<file path="src/sha512_pkg.sv">
// Shared types, constants and round functions for the SHA-512 hasher.
// No dependencies; the hasher, front end, core and checker import this package.
package sha512_pkg;

    localparam int QUEUE_DEPTH = 4;
    localparam int OUTQ_DEPTH  = 8;
    localparam int ROUNDS      = 80;
    localparam int BLOCK_WORDS = 16;
    localparam int HASH_WORDS  = 8;

    localparam logic [63:0] PAD_WORD = 64'h8000_0000_0000_0000;

    typedef struct packed {
        logic [63:0] message_word;
        logic [3:0]  byte_count;
        logic        final_item;
    } t_item;

    typedef struct packed {
        logic [63:0] digest_word;
        logic [2:0]  word_index;
        logic        last_word;
    } t_result;

    // Classified request handed from the front end to the compression engine.
    typedef struct packed {
        logic [63:0] word;       // masked, 0x80 byte already merged when it fits
        logic [6:0]  bits_add;   // message bits this request adds (0..64)
        logic        final_op;   // last request of the message
        logic        pad_next;   // final word was full: 0x80 goes into a word of its own
    } t_op;

    typedef enum logic [2:0] {
        ST_IDLE,
        ST_PAD,
        ST_ROUND,
        ST_UPDATE,
        ST_EMIT
    } t_core_state;

    localparam logic [63:0] IV_TABLE [0:HASH_WORDS-1] = '{
        64'h6a09e667f3bcc908, 64'hbb67ae8584caa73b, 64'h3c6ef372fe94f82b, 64'ha54ff53a5f1d36f1,
        64'h510e527fade682d1, 64'h9b05688c2b3e6c1f, 64'h1f83d9abfb41bd6b, 64'h5be0cd19137e2179
    };

    localparam logic [63:0] K_TABLE [0:ROUNDS-1] = '{
        64'h428a2f98d728ae22, 64'h7137449123ef65cd, 64'hb5c0fbcfec4d3b2f, 64'he9b5dba58189dbbc,
        64'h3956c25bf348b538, 64'h59f111f1b605d019, 64'h923f82a4af194f9b, 64'hab1c5ed5da6d8118,
        64'hd807aa98a3030242, 64'h12835b0145706fbe, 64'h243185be4ee4b28c, 64'h550c7dc3d5ffb4e2,
        64'h72be5d74f27b896f, 64'h80deb1fe3b1696b1, 64'h9bdc06a725c71235, 64'hc19bf174cf692694,
        64'he49b69c19ef14ad2, 64'hefbe4786384f25e3, 64'h0fc19dc68b8cd5b5, 64'h240ca1cc77ac9c65,
        64'h2de92c6f592b0275, 64'h4a7484aa6ea6e483, 64'h5cb0a9dcbd41fbd4, 64'h76f988da831153b5,
        64'h983e5152ee66dfab, 64'ha831c66d2db43210, 64'hb00327c898fb213f, 64'hbf597fc7beef0ee4,
        64'hc6e00bf33da88fc2, 64'hd5a79147930aa725, 64'h06ca6351e003826f, 64'h142929670a0e6e70,
        64'h27b70a8546d22ffc, 64'h2e1b21385c26c926, 64'h4d2c6dfc5ac42aed, 64'h53380d139d95b3df,
        64'h650a73548baf63de, 64'h766a0abb3c77b2a8, 64'h81c2c92e47edaee6, 64'h92722c851482353b,
        64'ha2bfe8a14cf10364, 64'ha81a664bbc423001, 64'hc24b8b70d0f89791, 64'hc76c51a30654be30,
        64'hd192e819d6ef5218, 64'hd69906245565a910, 64'hf40e35855771202a, 64'h106aa07032bbd1b8,
        64'h19a4c116b8d2d0c8, 64'h1e376c085141ab53, 64'h2748774cdf8eeb99, 64'h34b0bcb5e19b48a8,
        64'h391c0cb3c5c95a63, 64'h4ed8aa4ae3418acb, 64'h5b9cca4f7763e373, 64'h682e6ff3d6b2b8a3,
        64'h748f82ee5defb2fc, 64'h78a5636f43172f60, 64'h84c87814a1f0ab72, 64'h8cc702081a6439ec,
        64'h90befffa23631e28, 64'ha4506cebde82bde9, 64'hbef9a3f7b2c67915, 64'hc67178f2e372532b,
        64'hca273eceea26619c, 64'hd186b8c721c0c207, 64'heada7dd6cde0eb1e, 64'hf57d4f7fee6ed178,
        64'h06f067aa72176fba, 64'h0a637dc5a2c898a6, 64'h113f9804bef90dae, 64'h1b710b35131c471b,
        64'h28db77f523047d84, 64'h32caab7b40c72493, 64'h3c9ebe0a15c9bebc, 64'h431d67c49c100d4c,
        64'h4cc5d4becb3e42b6, 64'h597f299cfc657e2a, 64'h5fcb6fab3ad6faec, 64'h6c44198c4a475817
    };

    function automatic logic [63:0] big_sigma0(input logic [63:0] x);
        return {x[27:0], x[63:28]} ^ {x[33:0], x[63:34]} ^ {x[38:0], x[63:39]};
    endfunction

    function automatic logic [63:0] big_sigma1(input logic [63:0] x);
        return {x[13:0], x[63:14]} ^ {x[17:0], x[63:18]} ^ {x[40:0], x[63:41]};
    endfunction

    function automatic logic [63:0] small_sigma0(input logic [63:0] x);
        return {x[0], x[63:1]} ^ {x[7:0], x[63:8]} ^ (x >> 7);
    endfunction

    function automatic logic [63:0] small_sigma1(input logic [63:0] x);
        return {x[18:0], x[63:19]} ^ {x[60:0], x[63:61]} ^ (x >> 6);
    endfunction

endpackage

</file>
<file path="src/sha512_front.sv">
// Front end: classifies an incoming item into a compression request.
// Depends on sha512_pkg (t_item, t_op, PAD_WORD).
module sha512_front (
    input  sha512_pkg::t_item i_item,
    output sha512_pkg::t_op   o_op
);
    import sha512_pkg::*;

    logic [3:0]  sat_bytes;
    logic [5:0]  shift;
    logic [63:0] keep_mask;

    always_comb begin
        // Saturate the byte count of a final word at eight.
        sat_bytes = (i_item.byte_count > 4'd8) ? 4'd8 : i_item.byte_count;
        shift     = {sat_bytes[2:0], 3'b000};
        keep_mask = ~({64{1'b1}} >> shift);
        if (sat_bytes[3]) begin
            keep_mask = {64{1'b1}};
        end

        o_op.final_op = i_item.final_item;
        if (!i_item.final_item) begin
            o_op.word     = i_item.message_word;
            o_op.bits_add = 7'd64;
            o_op.pad_next = 1'b0;
        end else if (sat_bytes[3]) begin
            o_op.word     = i_item.message_word;
            o_op.bits_add = 7'd64;
            o_op.pad_next = 1'b1;
        end else begin
            // Drop unused low bytes, merge the 0x80 marker right behind the data.
            o_op.word     = (i_item.message_word & keep_mask) | (PAD_WORD >> shift);
            o_op.bits_add = {sat_bytes, 3'b000};
            o_op.pad_next = 1'b0;
        end
    end

endmodule

</file>
<file path="config.mk">
export PLATFORM = sky130hd
export DESIGN_NAME = sha512_front
export DESIGN_NICKNAME = d
export VERILOG_FILES = /design/src/sha512_pkg.sv /design/src/sha512_front.sv
export SDC_FILE = /design/constraint.sdc
export NUM_CORES = 1
export LEC_CHECK = 0
export ABC_CLOCK_PERIOD_IN_PS = 1900
export BUFFER_PORTS_ARGS = -buffer_cell sky130_fd_sc_hd__buf_4
export CORE_MARGIN = 4
export CORE_UTILIZATION = 24
export DETAILED_ROUTE_END_ITERATION = 10
export GPL_TIMING_DRIVEN = 0
export PLACE_DENSITY = 0.83
export SLEW_MARGIN = 20
export SYNTH_ARGS = -nofsm -noshare
export SYNTH_HDL_FRONTEND = slang
export SYNTH_SLANG_ARGS = --single-unit
</file>
<file path="constraint.sdc">
create_clock -name vclk -period 1.9
set_clock_uncertainty 0.2 [all_clocks]
set_input_delay 0.38 -clock vclk [all_inputs]
set_output_delay 0.38 -clock vclk [all_outputs]
set_load 0.02 [all_outputs]
</file>
==> results list <==
* Run status: finished, violations left
- The checks that failed: setup timing.
* Aggregate negative setup slack: -455 ps
* Number of ports placed on the die boundary: 142
* Critical hold path startpoint: i_item[0]
- Overflow left after global routing: 0
- Post-synthesis share of cell area spent on xor and xnor gates: 0%
* Nets: 323
- Average size of a mapped cell: 6.32 um^2
- After filler insertion, the fill cell instance count of the layout stands at 167.
- Post-synthesis cell type count: 24
- From bottom edge to top edge, the die measures 59.1 um.
- Worst hold-check path type: in -> out
- Proportion of synthesized area in mux cells: 2.40%
- Setup slack on the critical path of the routed design comes to -60.7 ps.
- Worst Hold Path EP: o_op[1]
- Across the whole layout, storage elements account for 0 um^2.
- 0 antenna diodes ended up in the layout.
- Synthesized instance count: 99
- Routed Wire Length: 3.80 mm
* Wire length of the first global-routing pass: 4.71 mm
- Setup repair after global routing could not meet its margin everywhere.
* FMAX: 510 MHz
- Most area-consuming cells after synthesis: and2_1, and2b_1, nor2b_1, buf_4, nand2_1
- In the global route stage, overall resource usage came out at 16.6%.
- Number of routed nets with antenna violations: 0
* Time the worst path needs with I/O delays and setup: 1960 ps
- IR analysis of the VDD net gives a maximum drop of 0.219 mV.
* Dominant combinational cell family by area after synthesis: simple AND/OR/NAND/NOR gates
* Standard cell core area: 0.00248 mm^2
- At the end of routability-driven placement, the weighted congestion stood at 0.639.
- STA classifies the critical path endpoint as an output port.
- Cell type contributing the most total cell area after synthesis: and2_1
- STA puts the critical path data arrival time at 1380 ps.
- CP cell instances: buf_8 > nor2b_4 > inv_4 > nor3_4 > buf_6 > and2b_1 > buf_6
- Post-synthesis to final-layout area growth: 219%
* Final-layout clock buffer total: 0
* Fraction of the yosys area taken by sequential cells: 0%
- Of the cells placed in the final design, the portion with a size suffix greater than 1 is 69.8%.
- Simple-Gate Fraction of Synth Area: 78.6%
* IO buf count: 137
* Row cnt: 18
- For this run, the number of Yosys warnings is 0.
* Standby leakage power: 1.09 nW
- Dividing the final minimum period by the clock period gives 103%.
- The number of antenna violations at the first check in global routing came to 0.
- For this run, the slowest stage of the critical path takes 220 ps.
- The worst setup path is of the in -> out kind.
- There are 0 flip-flops and latches.
- Number of stages on the worst setup path: 7
- The initial utilization of the core area, before any placement, comes to 25.3%.
- The worst setup path is launched from a primary input.
- Remaining routing DRC violations: 0
* DRC marker count from the first detailed-route iteration: 20
* Post-synthesis adder-cell area fraction: 0%
- Number of stages on the worst hold path: 3
* First-pass iteration count of the detailed router: 4
- After detailed routing, the number of vias per cell comes to 4.28.
- In this run the biggest area consumer among cell types represents 46.0% of the synthesized area.
* Crit path buf inv count: 4
- In this run the power density over the cells is 288 mW/mm^2.
* Biggest fanout along the worst timing path: 4
- Max_cap viols: 0
- Data required time at the worst endpoint: 1320 ps
- Cell at the slowest stage of the critical path: nor3_4
* Vias in the first global route: 1017
- By instance count, the cell type seen most on the critical path is buf_6.
- Minimum setup slack after placement: -239 ps
- Final Hold Fails: 0
- The final number of max-transition violations came to 0.
- Post-synthesis compound-gate area fraction: 8.40%
- The die covers 0.00349 mm^2.
- Total standard cell area after synthesis: 626 um^2
* Via count: 1208
- The floorplan step set the die width to 59.1 um.
- Detailed Place HPWL: 2.87 mm
* Worst path top cell family by delay: simple AND/OR/NAND/NOR gates
- Number of endpoints failing setup at the final stage: 15
* Average wire length per cell after detail routing: 13.5 um
- Entering global routing, the biggest net connects 11 pins.
## worst max path at each step
stage                   start       end  slack [ps]
floorplan           i_item[1]  o_op[48]          90
global placement    i_item[4]  o_op[64]        -230
detailed placement  i_item[4]  o_op[64]        -240
CTS                 i_item[0]  o_op[58]         -70
global route        i_item[4]  o_op[61]        -130
finish              i_item[4]  o_op[61]         -60
## logic make-up (layout without fill, tap and decap cells)
family                 after synthesis  after routing
AND/OR/NAND/NOR                     78             78
buffers and inverters               10            161
AO/OA/AOI/OAI                        9              9
other                                1              3
multiplexers                         1              1
## area by class of cell
| class | count | area (um^2) | area share [%] |
|---|---|---|---|
| plain buffers | 8 | 80.1 | 4.01 |
| inverters | 2 | 10.0 | 0.501 |
| multi-input cells | 91 | 622 | 31.1 |
| well taps | 30 | 37.5 | 1.88 |
| repair buffers | 151 | 1250 | 62.5 |
## what timing repair did
action	4_1_cts	5_1_grt
setup buffers	6	8
pin swaps	1	11
setup endpoints to repair	23	54
resized for setup	14	41
hold buffers	0	0
## cells in the mapped netlist (all sizes together)
master and instances:
and2 46, and2b 8, nand2 7, nor2b 7
buf 6, nor2 5, o21ai 4, a21oi 2
clkbuf 2, inv 2, o31ai 2, conb 1
mux2 1, nand2b 1, nand3 1, nor3 1
nor3b 1, o21a 1, or2b 1
## report_power, final
| group | internal (mW) | switching (mW) |
|---|---|---|
| Combinational | 0.318 | 0.257 |
| Clock | 0 | 0 |
| Sequential | 0 | 0 |
| Total | 0.318 | 0.257 |
## metrics by stage
stage | total power [mW] | hold WS, ps | utilization, % | cell area [um^2] | std cells
final | 0.574 | 858 | 80.6 | 2000 | 282
after detailed placement | 0.501 | 866 | 68.6 | 1700 | 268
after global routing | 0.608 | 870 | 80.6 | 2000 | 282
after global placement | 0.495 | 849 | 68.6 | 1700 | 268
after CTS | 0.522 | 863 | 72.8 | 1800 | 274
after floorplan | 0.236 | 673 | - | 633 | 101
## routing by layer
metal  track usage [%]  wire [um]  up-vias
met5                 0          0        -
met4                 0         97        0
met3              2.83        367        8
met2              33.4       2110       66
met1              19.1       1220      525
li1                  -          -      609
## cell usage in the layout, fill, tap and decap left out, drive strengths merged
cell type / synthesis / final
nor3: 1 / 1
nor2b: 7 / 7
buf: 6 / 157
o31ai: 2 / 2
o21ai: 4 / 4
and2: 46 / 46
or2b: 1 / 1
mux2: 1 / 1
nor2: 5 / 5
nand2b: 1 / 1
o21a: 1 / 1
conb: 1 / 3
and2b: 8 / 8
clkbuf: 2 / 2
nand2: 7 / 7
inv: 2 / 2
nand3: 1 / 1
a21oi: 2 / 2
nor3b: 1 / 1
No activity file was read; power rests on OpenSTA's default activity.
