==> src/sha512_fifo.sv <==
// Small first-word-fall-through queue built from registers.
// Used between front end and engine and on the result side; no package needed.
module sha512_fifo #(
    parameter int WIDTH = 8,
    parameter int DEPTH = 4
) (
    input  logic             i_clk,
    input  logic             i_rst_n,
    input  logic             i_push,
    input  logic [WIDTH-1:0] i_data,
    output logic             o_full,
    input  logic             i_pop,
    output logic [WIDTH-1:0] o_data,
    output logic             o_empty
);
    localparam int AW = (DEPTH > 1) ? $clog2(DEPTH) : 1;
    localparam int CW = $clog2(DEPTH + 1);
    localparam logic [AW-1:0] LAST = AW'(DEPTH - 1);
    localparam logic [CW-1:0] FULL_COUNT = CW'(DEPTH);

    logic [WIDTH-1:0] r_mem [0:DEPTH-1];
    logic [AW-1:0]    r_wr_ptr;
    logic [AW-1:0]    r_rd_ptr;
    logic [CW-1:0]    r_count;
    logic             wr_en;
    logic             rd_en;

    assign o_full  = (r_count == FULL_COUNT);
    assign o_empty = (r_count == '0);
    assign wr_en   = i_push && !o_full;
    assign rd_en   = i_pop && !o_empty;
    assign o_data  = r_mem[r_rd_ptr];

    always_ff @(posedge i_clk) begin
        if (wr_en) begin
            r_mem[r_wr_ptr] <= i_data;
        end
    end

    always_ff @(posedge i_clk) begin
        if (!i_rst_n) begin
            r_wr_ptr <= '0;
            r_rd_ptr <= '0;
            r_count  <= '0;
        end else begin
            if (wr_en) begin
                r_wr_ptr <= (r_wr_ptr == LAST) ? '0 : r_wr_ptr + 1'b1;
            end
            if (rd_en) begin
                r_rd_ptr <= (r_rd_ptr == LAST) ? '0 : r_rd_ptr + 1'b1;
            end
            if (wr_en && !rd_en) begin
                r_count <= r_count + 1'b1;
            end else if (rd_en && !wr_en) begin
                r_count <= r_count - 1'b1;
            end
        end
    end

endmodule

==> config.mk <==
export PLATFORM = sky130hd
export DESIGN_NAME = sha512_fifo
export DESIGN_NICKNAME = d
export VERILOG_FILES = /design/src/sha512_fifo.sv
export SDC_FILE = /design/constraint.sdc
export NUM_CORES = 1
export LEC_CHECK = 0
export BUFFER_PORTS_ARGS = -buffer_cell sky130_fd_sc_hd__buf_2
export CAP_MARGIN = 20
export CORE_UTILIZATION = 55
export DETAILED_ROUTE_END_ITERATION = 6
export GPL_ROUTABILITY_DRIVEN = 0
export PLACE_DENSITY = 0.87
export SLEW_MARGIN = 20
export SYNTH_ARGS = -nofsm -noshare
export SYNTH_HDL_FRONTEND = slang
export SYNTH_SLANG_ARGS = --single-unit
==> constraint.sdc <==
create_clock -name i_clk -period 5.2 [get_ports i_clk]
set_input_delay 0.26 -clock i_clk [delete_from_list [all_inputs] [get_ports i_clk]]
set_output_delay 0.26 -clock i_clk [all_outputs]
set_load 0.005 [all_outputs]
==> flow_summary.yaml, run 1 <==
critical_path:
  critPathSlowestCell: "o31ai_1"
  crit_path_end_kind: "flop"
  start_kind: "flop"
  crit_family: "compound AO/OA/AOI/OAI gates"
  slowest_delay_ps: 560
  path_cells: "o31ai_1 -> ha_1 -> inv_1 -> fa_1 -> xor2_1 -> or3_1 -> a21boi_0"
  critPathBufInv: 1
  cp_max_fo: 5
  reg2reg_depth: 7
  critical_path_arrival_ps: 2650
  critPathKind: "flop to flop"
  crit_required_ps: 5480
  worst-path-stages: 7
timing:
  final.period_utilization_pct: 45.6
  finClkSkew_ps: 10.4
  fin_setup_tns_ps: 0
  hold_slack_ps: 124
  fin_crit_ps: 2370
  fmax_mhz: 422
  setup_viol: 0
  hold_violations: 0
  rsz0062_at_grt: "false"
  drv_slew: 0
  worstMarginPinSlew_ps: 591
  slew-limit-headroom_pct: 60.2
place:
  dpl-instance-area_mm2: 0.00176
  place.port_buffers: 21
  dp.final_hpwl_um: 1700
cells_and_area:
  drive_above_1_share_pct: 30.5
  synthToLayoutAreaGrowth_pct: 12.4
  fin_area_mm2: 0.00183
  n_fill_cell: 191
  n_antenna_cell: 0
  num-nets-final: 136
grt:
  overflow: 0
  grt_pass1_wl_um: 4060
  grt_pass1_vias: 867
  antenna_found_initial: 0
  grt_usage_pct: 17.8
  grt_max_degree: 13
synthesis:
  synth_edf_count: 32
  synth_cell_types: 23
  synth_top_area_share_pct: 58.9
  synth_ff_type: "edfxtp_1"
  synthMostInstantiatedCell: "edfxtp_1"
  async_flop_share_pct: 0
  yosys.area.top_type: "edfxtp_1"
  synth_cells: 93
  yosysSeqAreaShare_pct: 70.0
  syn_area_mm2: 0.00163
  yosys-top-cells-area: "edfxtp_1, dfxtp_1, mux4_2"
  postSynthAreaPerCell_um2: 17.5
  yosys_register_bits: 41
  yosys_warnings: 0
  synth.net_count: 112
  synth_common_cells: "edfxtp_1, dfxtp_1, mux4_2"
clocking:
  cts.sinks: 41
  cts_buffer_depth: 2
  insertion_delay_ps: 340
  cts_tree: "yes"
  cts_root_buf: "clkbuf_4"
  postCtsSetupBuffers: 0
  cts_buffers: 5
  clkTransAtPathRegs_ps: 110
  h-tree-depth: 2
  postCtsHoldBufs: 0
  cts_resized: 0
routing:
  dr_wl_met3_um: 116
  drt_pass1_iterations: 4
  wl_um: 2460
  drcViolationCount: 0
  postRouteAntennaNets: 0
  drt_iter0_markers: 16
  wl_met1_um: 987
  dr.max_layer_used: "met4"
  routedWlPerCell_um: 16.5
  vias: 839
  dr_wl_met2_um: 1310
  viasPerCell: 5.63
flow_run:
  maxCapViolCount: 0
hold_path:
  hold_depth: 1
  hp-class: "input pin to flop"
die:
  core-area_mm2: 0.00278
  ioPinCount: 22
  die_h_um: 56.4
  die_width_um: 56.4
  placementRows: 19
  dieArea_mm2: 0.00319
  start_util_pct: 58.6
pwr:
  leakage_nw: 0.672
  totalPowerFinal_uw: 837
  vdd_ir_drop_max_mv: 0.324
  power.density_mw_per_mm2: 457
status:
  status: "finished clean"
-- registers in the layout (all words and copies together) (netlist names), named ones only --
| register | flops |
|---|---|
| r_rd_ptr | 2 |
| r_wr_ptr | 2 |
| r_mem | 32 |
| r_count | 3 |
-- worst register-to-register path, stage by stage (launching register included) --
cell	delay (ps)
dfxtp_1	380
o31ai_1	560
ha_1	290
inv_1	60
fa_1	380
xor2_1	150
or3_1	310
a21boi_0	180
-- report_power, final --
part / internal (mW) / switching [mW]
sequential: 0.403 / 0.0436
combinational: 0.110 / 0.0832
clock: 0.100 / 0.0978
-- cell families after synthesis --
family | count (synthesis) | synth area share, %
flip-flops | 41 | 70.0
AND/OR/NAND/NOR | 20 | 6.60
buffers and inverters | 7 | 1.76
multiplexers | 11 | 12.9
AO/OA/AOI/OAI | 5 | 1.84
XOR/XNOR | 2 | 1.07
adder cells (fa/ha/maj) | 7 | 5.83
-- placed cells by master (no fill, tap or decap), drive strengths merged --
cell	instances
or3	1
edfxtp	32
nor2	2
dfxtp	9
xnor2	1
nand2	6
bufinv	1
buf	21
nor3b	1
and2	5
o21ai	3
clkinv	1
xor2	1
fa	1
nor3	1
nand3	2
nor2b	2
inv	3
mux2i	3
a21boi	1
o31ai	1
ha	6
clkbuf	6
mux4	8
-- final timing paths --
| path | slack [ps] | startpoint | endpoint |
|---|---|---|---|
| hold / removal | 120 | i_data[4] | r_mem[2][4]$_DFFE_PP_ |
| hold reg to reg | 510 | r_wr_ptr[1]$_SDFFE_PN0P_ | r_wr_ptr[1]$_SDFFE_PN0P_ |
| setup reg to reg | 2830 | r_count[1]$_SDFFE_PN0P_ | r_count[2]$_SDFFE_PN0P_ |
| setup / recovery | 2830 | r_count[1]$_SDFFE_PN0P_ | r_count[2]$_SDFFE_PN0P_ |
-- cell type report --
type	count	area (um2)	share of cell area (%)
clock inverter	2	33.8	1.84
sequential	41	1140	62.3
inverter	3	11.3	0.615
tap	31	38.8	2.12
timing repair buffer	21	105	5.74
multi-input combinational	45	460	25.1
clock buffer	6	41.3	2.25
-- metal layers --
| metal | global-route usage [%] | up-vias |
|---|---|---|
| met1 | 20.9 | 416 |
| met2 | 29.6 | 16 |
| met4 | 6.27 | 0 |
| met5 | 0 | - |
| li1 | - | 401 |
| met3 | 7.14 | 6 |
-- stage by stage --
| stage | std cells | worst slack, ps | util, % |
|---|---|---|---|
| 2_1_floorplan | 93 | 3110 | - |
| 3_3_place_gp | 141 | 3000 | 63.2 |
| 3_5_place_dp | 141 | 2870 | 63.2 |
| 4_1_cts | 149 | 2860 | 65.9 |
| 5_1_grt | 149 | 2630 | 65.9 |
| 6_report | 149 | 2830 | 65.9 |
No activity file was read; power rests on OpenSTA's default activity.
==> run 2: changes to the inputs <==
- ABC_AREA: default -> 1
- PLACE_DENSITY: 0.87 -> 0.86
- clock period: 5.2 -> 2.3 ns (I/O delays scaled with it)
==> run 2 against run 1 <==
Net effect:
- clock-buffer cell count unchanged
- highest routed layer unchanged
- combinational power rose to 3.5 times the previous value
- area after synthesis grew 3.8%
- global-route usage is 3.3 points higher
- the run now ends with design-rule violations left
- sequential share of layout area is 5.4 points lower
- non-clock buffer count is 13 higher
- register-to-register slack got worse by 2400 ps
- power rose to 2.5 times the previous value
==> flow_summary.yaml, run 2 <==
status:
  status: "complete, but fails checks"
  violations: "design-rule violations"
synthesis:
  postSynthAreaPerCell_um2: 11.4
  yosys-top-cells-area: "edfxtp_1, dfxtp_1, nor2_1"
  yosys_register_bits: 41
  synth_common_cells: "nor2_1, edfxtp_1, inv_1"
  synth_edf_count: 32
  syn_area_mm2: 0.00169
  yosysSeqAreaShare_pct: 67.4
  async_flop_share_pct: 0
  yosys.area.top_type: "edfxtp_1"
  synth_cells: 148
  yosys_warnings: 0
  synth_top_area_share_pct: 56.8
  synth_ff_type: "edfxtp_1"
  synth_cell_types: 18
  synth.net_count: 167
  synthMostInstantiatedCell: "nor2_1"
critical_path:
  path_cells: "nor2_1 -> nand2_1 -> nand2_2 -> inv_1 -> ha_1 -> inv_1 -> fa_1 -> o21ai_0 -> nor2_1"
  slowest_delay_ps: 420
  crit_path_end_kind: "flop"
  crit_required_ps: 2540
  critical_path_arrival_ps: 2140
  ff2ff_setup_slack_ps: 400
  crit_family: "adder cells"
  critPathSlowestCell: "fa_1"
  critPathBufInv: 2
  critPathKind: "flop to flop"
  start_kind: "flop"
  cp_max_fo: 7
cells_and_area:
  mostFrequentLayoutCells: "nor2_1, edfxtp_1, buf_2"
  num-nets-final: 206
  drive_above_1_share_pct: 19.7
  n_antenna_cell: 0
  regMostFlops: "r_mem"
  layout_commonest_cell: "nor2_1"
  largest_reg_flops: 32
  synthToLayoutAreaGrowth_pct: 18.6
  final_cell_count_no_fill: 219
  fin_area_mm2: 0.00201
  largestRegisters: "r_mem (32), r_count (3)"
pwr:
  switching_share_pct: 32.9
  p_int_mw: 1.42
  pwr-share-seq_pct: 47.3
  comb_power_share_pct: 32.1
  leakage_nw: 0.832
  power.density_mw_per_mm2: 1060
  totalPowerFinal_mw: 2.12
  p_switching_uw: 697
  power_frac_clock_pct: 20.7
  vdd_ir_drop_max_mv: 0.772
clocking:
  insertion_delay_ps: 340
  cts_root_buf: "clkbuf_4"
  postCtsSetupBuffers: 0
  cts_buffers: 5
  h-tree-depth: 2
  cts_tree: "yes"
  cts_resized: 0
  clkTransAtPathRegs_ps: 100
  cts_buffer_depth: 2
  cts.sinks: 41
timing:
  fin_setup_tns_ps: 0
  setup_viol: 0
  drv_slew: 0
  hold_violations: 0
  final.period_utilization_pct: 82.7
  finalWorstSetupSlack_ps: 398
  fmax_mhz: 526
  slew-limit-headroom_pct: 77.4
  fin_crit_ps: 1900
  rsz0062_at_grt: "false"
  finClkSkew_ps: 7.67
  worstMarginPinSlew_ps: 338
routing:
  drt_iter0_markers: 29
  viasPerCell: 5.41
  routedWlPerCell_um: 13.9
  drcViolationCount: 3
  wl_um: 3040
  drt_pass1_iterations: 6
  postRouteAntennaNets: 0
  vias: 1184
place:
  dp.final_hpwl_um: 2130
  dpl-instance-area_mm2: 0.00185
  place_inst: 203
  place.port_buffers: 21
  dp_slack_ps: 400
grt:
  grt_pass1_vias: 1104
  overflow: 0
  grt_pass1_wl_um: 4830
  grt_max_degree: 17
  antenna_found_initial: 0
  grt_usage_pct: 21.1
die:
  ioPinCount: 22
  start_util_pct: 59.8
  placementRows: 19
  core-area_mm2: 0.00283
  die_h_um: 57.5
  dieArea_mm2: 0.00330
  die_width_um: 57.5
flow_run:
  maxCapViolCount: 0
hold_path:
  hp-class: "input pin to flop"
==> run 2: repair_timing <==
action                                 4_1_cts  5_1_grt
setup endpoints to repair                    0        0
hold buffers                                 8        0
endpoints found under the hold margin       32        0
==> run 2: per-layer routing <==
| metal | vias up | routed length (um) | global-route usage [%] |
|---|---|---|---|
| li1 | 585 | - | - |
| met3 | 6 | 186 | 7.94 |
| met5 | - | 0 | 0 |
| met4 | 0 | 51 | 11.1 |
| met2 | 36 | 1620 | 36.7 |
| met1 | 557 | 1180 | 22.0 |
==> run 2: worst paths after layout <==
| kind | start | endpoint | cells after the start |
|---|---|---|---|
| worst min register to register | r_count[0]$_SDFFE_PN0P_ | r_count[0]$_SDFFE_PN0P_ | 2 |
| worst max-delay path | r_count[1]$_SDFFE_PN0P_ | r_count[1]$_SDFFE_PN0P_ | 9 |
| worst min-delay path | i_rst_n | r_wr_ptr[1]$_SDFFE_PN0P_ | 3 |
| worst max register to register | r_count[1]$_SDFFE_PN0P_ | r_count[1]$_SDFFE_PN0P_ | 9 |
==> run 2: power groups by stage <==
| stage | combinational, mW | clock [mW] | sequential [mW] |
|---|---|---|---|
| 2_1_floorplan | 0.451 | 0 | 0.995 |
| 3_3_place_gp | 0.616 | 0 | 1.01 |
| 3_5_place_dp | 0.679 | 0 | 1.02 |
| 4_1_cts | 0.693 | 0.449 | 1.00 |
| 5_1_grt | 0.778 | 0.485 | 1.01 |
| 6_report | 0.681 | 0.438 | 1.00 |
==> run 2: cell families (layout without fill, tap and decap cells) <==
kind of cell	count (synthesis)	in the layout	share of synthesized area, %
buf+inv	21	61	5.54
compound gates	28	28	9.53
flops	41	41	67.4
simple gates	51	51	11.9
fa+ha+maj	7	7	5.62
==> run 2: stage by stage <==
| step | hold WS (ps) | utilization, % |
|---|---|---|
| 5_1_grt | 43.3 | 70.9 |
| 4_1_cts | 38.0 | 70.9 |
| 3_5_place_dp | 330 | 65.5 |
| 6_report | 57.7 | 70.9 |
| 3_3_place_gp | 326 | 65.5 |
| 2_1_floorplan | 214 | - |
==> run 2: layout make-up <==
type | count | area [um2]
clock buffer | 6 | 41.3
clock inverter | 2 | 33.8
fill | 198 | 822
inverter | 19 | 71.3
multi-input combinational | 86 | 458
sequential | 41 | 1140
tap | 31 | 38.8
timing repair buffer | 34 | 223
==> run 2: worst register-to-register path: cells and delay by family (launching register included) <==
| kind | cells | cell delay (ps) |
|---|---|---|
| AOI/OAI and AO/OA | 1 | 160 |
| DFF | 1 | 350 |
| adders and majority gates | 2 | 620 |
| and+or+nand+nor | 4 | 520 |
| buffers and inverters | 2 | 150 |
==> run 3: changes to the inputs <==
- CORE_UTILIZATION: 55 -> 50
- PLACE_DENSITY: 0.86 -> 0.83
- clock period: 2.3 -> 1.6 ns (I/O delays scaled with it)
==> run 3 against run 2 <==
Net effect:
- the flow finishes with violations (negative setup slack)
- register-to-register slack worse by 440 ps
- critical path depth is 2 higher
- clock power is 47% higher
- die area is 9.6% higher
- sequential share of layout area is 4.9 points lower
- largest cell class unchanged
==> flow_summary.yaml, run 3 (same netlist as run 2, synthesis figures left out) <==
status:
  status: "complete, but fails checks"
  violations: "negative setup slack"
pwr:
  switching_share_pct: 33.4
  p_switching_mw: 1.19
  pwr-share-seq_pct: 41.0
  p_int_mw: 2.38
  comb_power_share_pct: 41.0
  power.density_mw_per_mm2: 1620
  leakage_nw: 0.906
  power_frac_clock_pct: 18.0
  vdd_ir_drop_max_mv: 1.04
critical_path:
  r2r-end: "r_count[2]$_SDFFE_PN0P_"
  path_cells: "nor2_4 -> nand2_4 -> nand2_4 -> ha_4 -> inv_4 -> fa_2 -> inv_2 -> nand2_2 -> nand4_1 -> nand2_1 -> nor2_1"
  start_kind: "flop"
  crit_top_cell: "nand2_4"
  ff2ff_setup_slack_ps: -50
  critical_path_arrival_ps: 1930
  crit_path_end_kind: "flop"
  critPathBufInv: 2
  crit_family: "simple AND/OR/NAND/NOR gates"
  slowest_delay_ps: 390
  cp_max_fo: 2
  crit_required_ps: 1880
  critPathKind: "flop to flop"
  timing.rr.start: "r_count[0]$_SDFFE_PN0P_"
  critPathSlowestCell: "fa_2"
  reg2reg_depth: 11
clocking:
  h-tree-depth: 2
  insertion_delay_ps: 340
  cts_buffer_depth: 2
  clkTransAtPathRegs_ps: 110
  cts.sinks: 41
  cts_tree: "yes"
  cts_buffers: 5
  cts_root_buf: "clkbuf_4"
timing:
  rsz0062_at_grt: "true"
  setup_viol: 2
  final.period_utilization_pct: 103
  worstMarginPinSlew_ps: 268
  hold_violations: 0
  fmax_mhz: 608
  hold_slack_ps: 67.0
  finalWorstSetupSlack_ps: -45.0
  fin_crit_ps: 1650
  slew-limit-headroom_pct: 82.1
  finClkSkew_ps: 7.48
  drv_slew: 0
grt:
  grt_pass1_vias: 1211
  grt_max_degree: 17
  antenna_found_initial: 0
  grt_pass1_wl_um: 5060
  overflow: 0
  grt_usage_pct: 20.2
cells_and_area:
  drive_above_1_share_pct: 33.8
  final-seq-area_mm2: 0.00115
  synthToLayoutAreaGrowth_pct: 30.5
  largestRegisters: "r_mem (32), r_count (3)"
  largest_reg_flops: 32
  num-nets-final: 219
  mostFrequentLayoutCells: "nor2_1, edfxtp_1, buf_2"
  n_antenna_cell: 0
  n_fill_cell: 229
  regMostFlops: "r_mem"
  multi_input_area_um2: 513
die:
  dieArea_mm2: 0.00362
  die_h_um: 60.2
  ioPinCount: 22
  die_width_um: 60.2
  start_util_pct: 54.1
  core-area_mm2: 0.00313
  placementRows: 20
hold_path:
  min_to: "r_wr_ptr[1]$_SDFFE_PN0P_"
  hold_depth: 3
  min-delay-start: "i_push"
  hp-class: "input pin to flop"
place:
  dp.final_hpwl_um: 2040
  place.port_buffers: 21
  dp_slack_ps: -81.2
routing:
  drcViolationCount: 0
  postRouteAntennaNets: 0
  wl_um: 3280
  routedWlPerCell_um: 13.4
  vias: 1220
  viasPerCell: 4.98
  drt_iter0_markers: 27
  drt_pass1_iterations: 4
flow_run:
  maxCapViolCount: 0
## run 3: changes by cell type in the layout (fill, tap and decap cells not counted), sizes merged
cell / previous run / this run
buf: 26 / 38
clkbuf: 6 / 5
clkinvlp: 0 / 2
dlygate4sd3: 8 / 9
inv: 19 / 18
## run 3: timing repair
action | CTS | global route
hold buffers | 9 | 0
endpoints found under the setup margin | 3 | 11
pin swaps | 4 | 9
setup buffers | 7 | 2
hold endpoints to repair | 34 | 0
gates resized for setup | 9 | 13
## run 3: power groups by stage
stage               Sequential (mW)  Clock [mW]  Combinational (mW)
CTS                            1.45       0.667                1.28
global route                   1.48       0.726                1.63
global placement               1.46           0               0.970
finish                         1.47       0.643                1.47
floorplan                      1.44           0               0.675
detailed placement             1.47           0                1.04
## run 3: worst max-delay path by stage
stage / from / to / cells after the start / slack [ps]
CTS: r_count[1]$_SDFFE_PN0P_ / r_count[2]$_SDFFE_PN0P_ / 12 / -10
finish: r_count[0]$_SDFFE_PN0P_ / r_count[2]$_SDFFE_PN0P_ / 11 / -50
detailed placement: r_count[0]$_SDFFE_PN0P_ / r_count[2]$_SDFFE_PN0P_ / 12 / -80
global placement: r_count[1]$_SDFFE_PN0P_ / r_count[2]$_SDFFE_PN0P_ / 12 / 20
floorplan: r_count[0]$_SDFFE_PN0P_ / r_count[1]$_SDFFE_PN0P_ / 9 / -10
global route: r_count[0]$_SDFFE_PN0P_ / r_count[2]$_SDFFE_PN0P_ / 11 / -150
## run 3: final cells by class
cell class | count | area share, %
clock buffers | 5 | 1.70
clock inverters | 3 | 1.87
inverters | 19 | 3.51
multi-input cells | 86 | 23.2
flip-flops and latches | 41 | 52.0
well taps | 44 | 2.49
repair buffers | 47 | 15.2
## run 3: worst min-delay path, stage by stage
cell,delay (ps)
buf_2,130
a21oi_1,80
nor2_1,90
## run 3: routing by layer
layer | vias up | routed length (um) | global-route usage (%)
met5 | - | 0 | 0
li1 | 607 | - | -
met2 | 24 | 1850 | 38.9
met1 | 582 | 1240 | 19.4
met3 | 7 | 107 | 6.06
met4 | 0 | 83 | 8.64
## run 3: per-stage QoR
stage               total power [mW]  cells  setup TNS, ps  utilization [%]  cell area [um2]
floorplan                       2.12    148          -12.1                -             1710
global placement                2.43    220              0             61.2             1910
detailed placement              2.52    220           -113             61.2             1910
CTS                             3.40    244          -13.0             68.9             2150
global route                    3.84    245           -286             70.6             2210
finish                          3.58    245          -85.2             70.6             2210
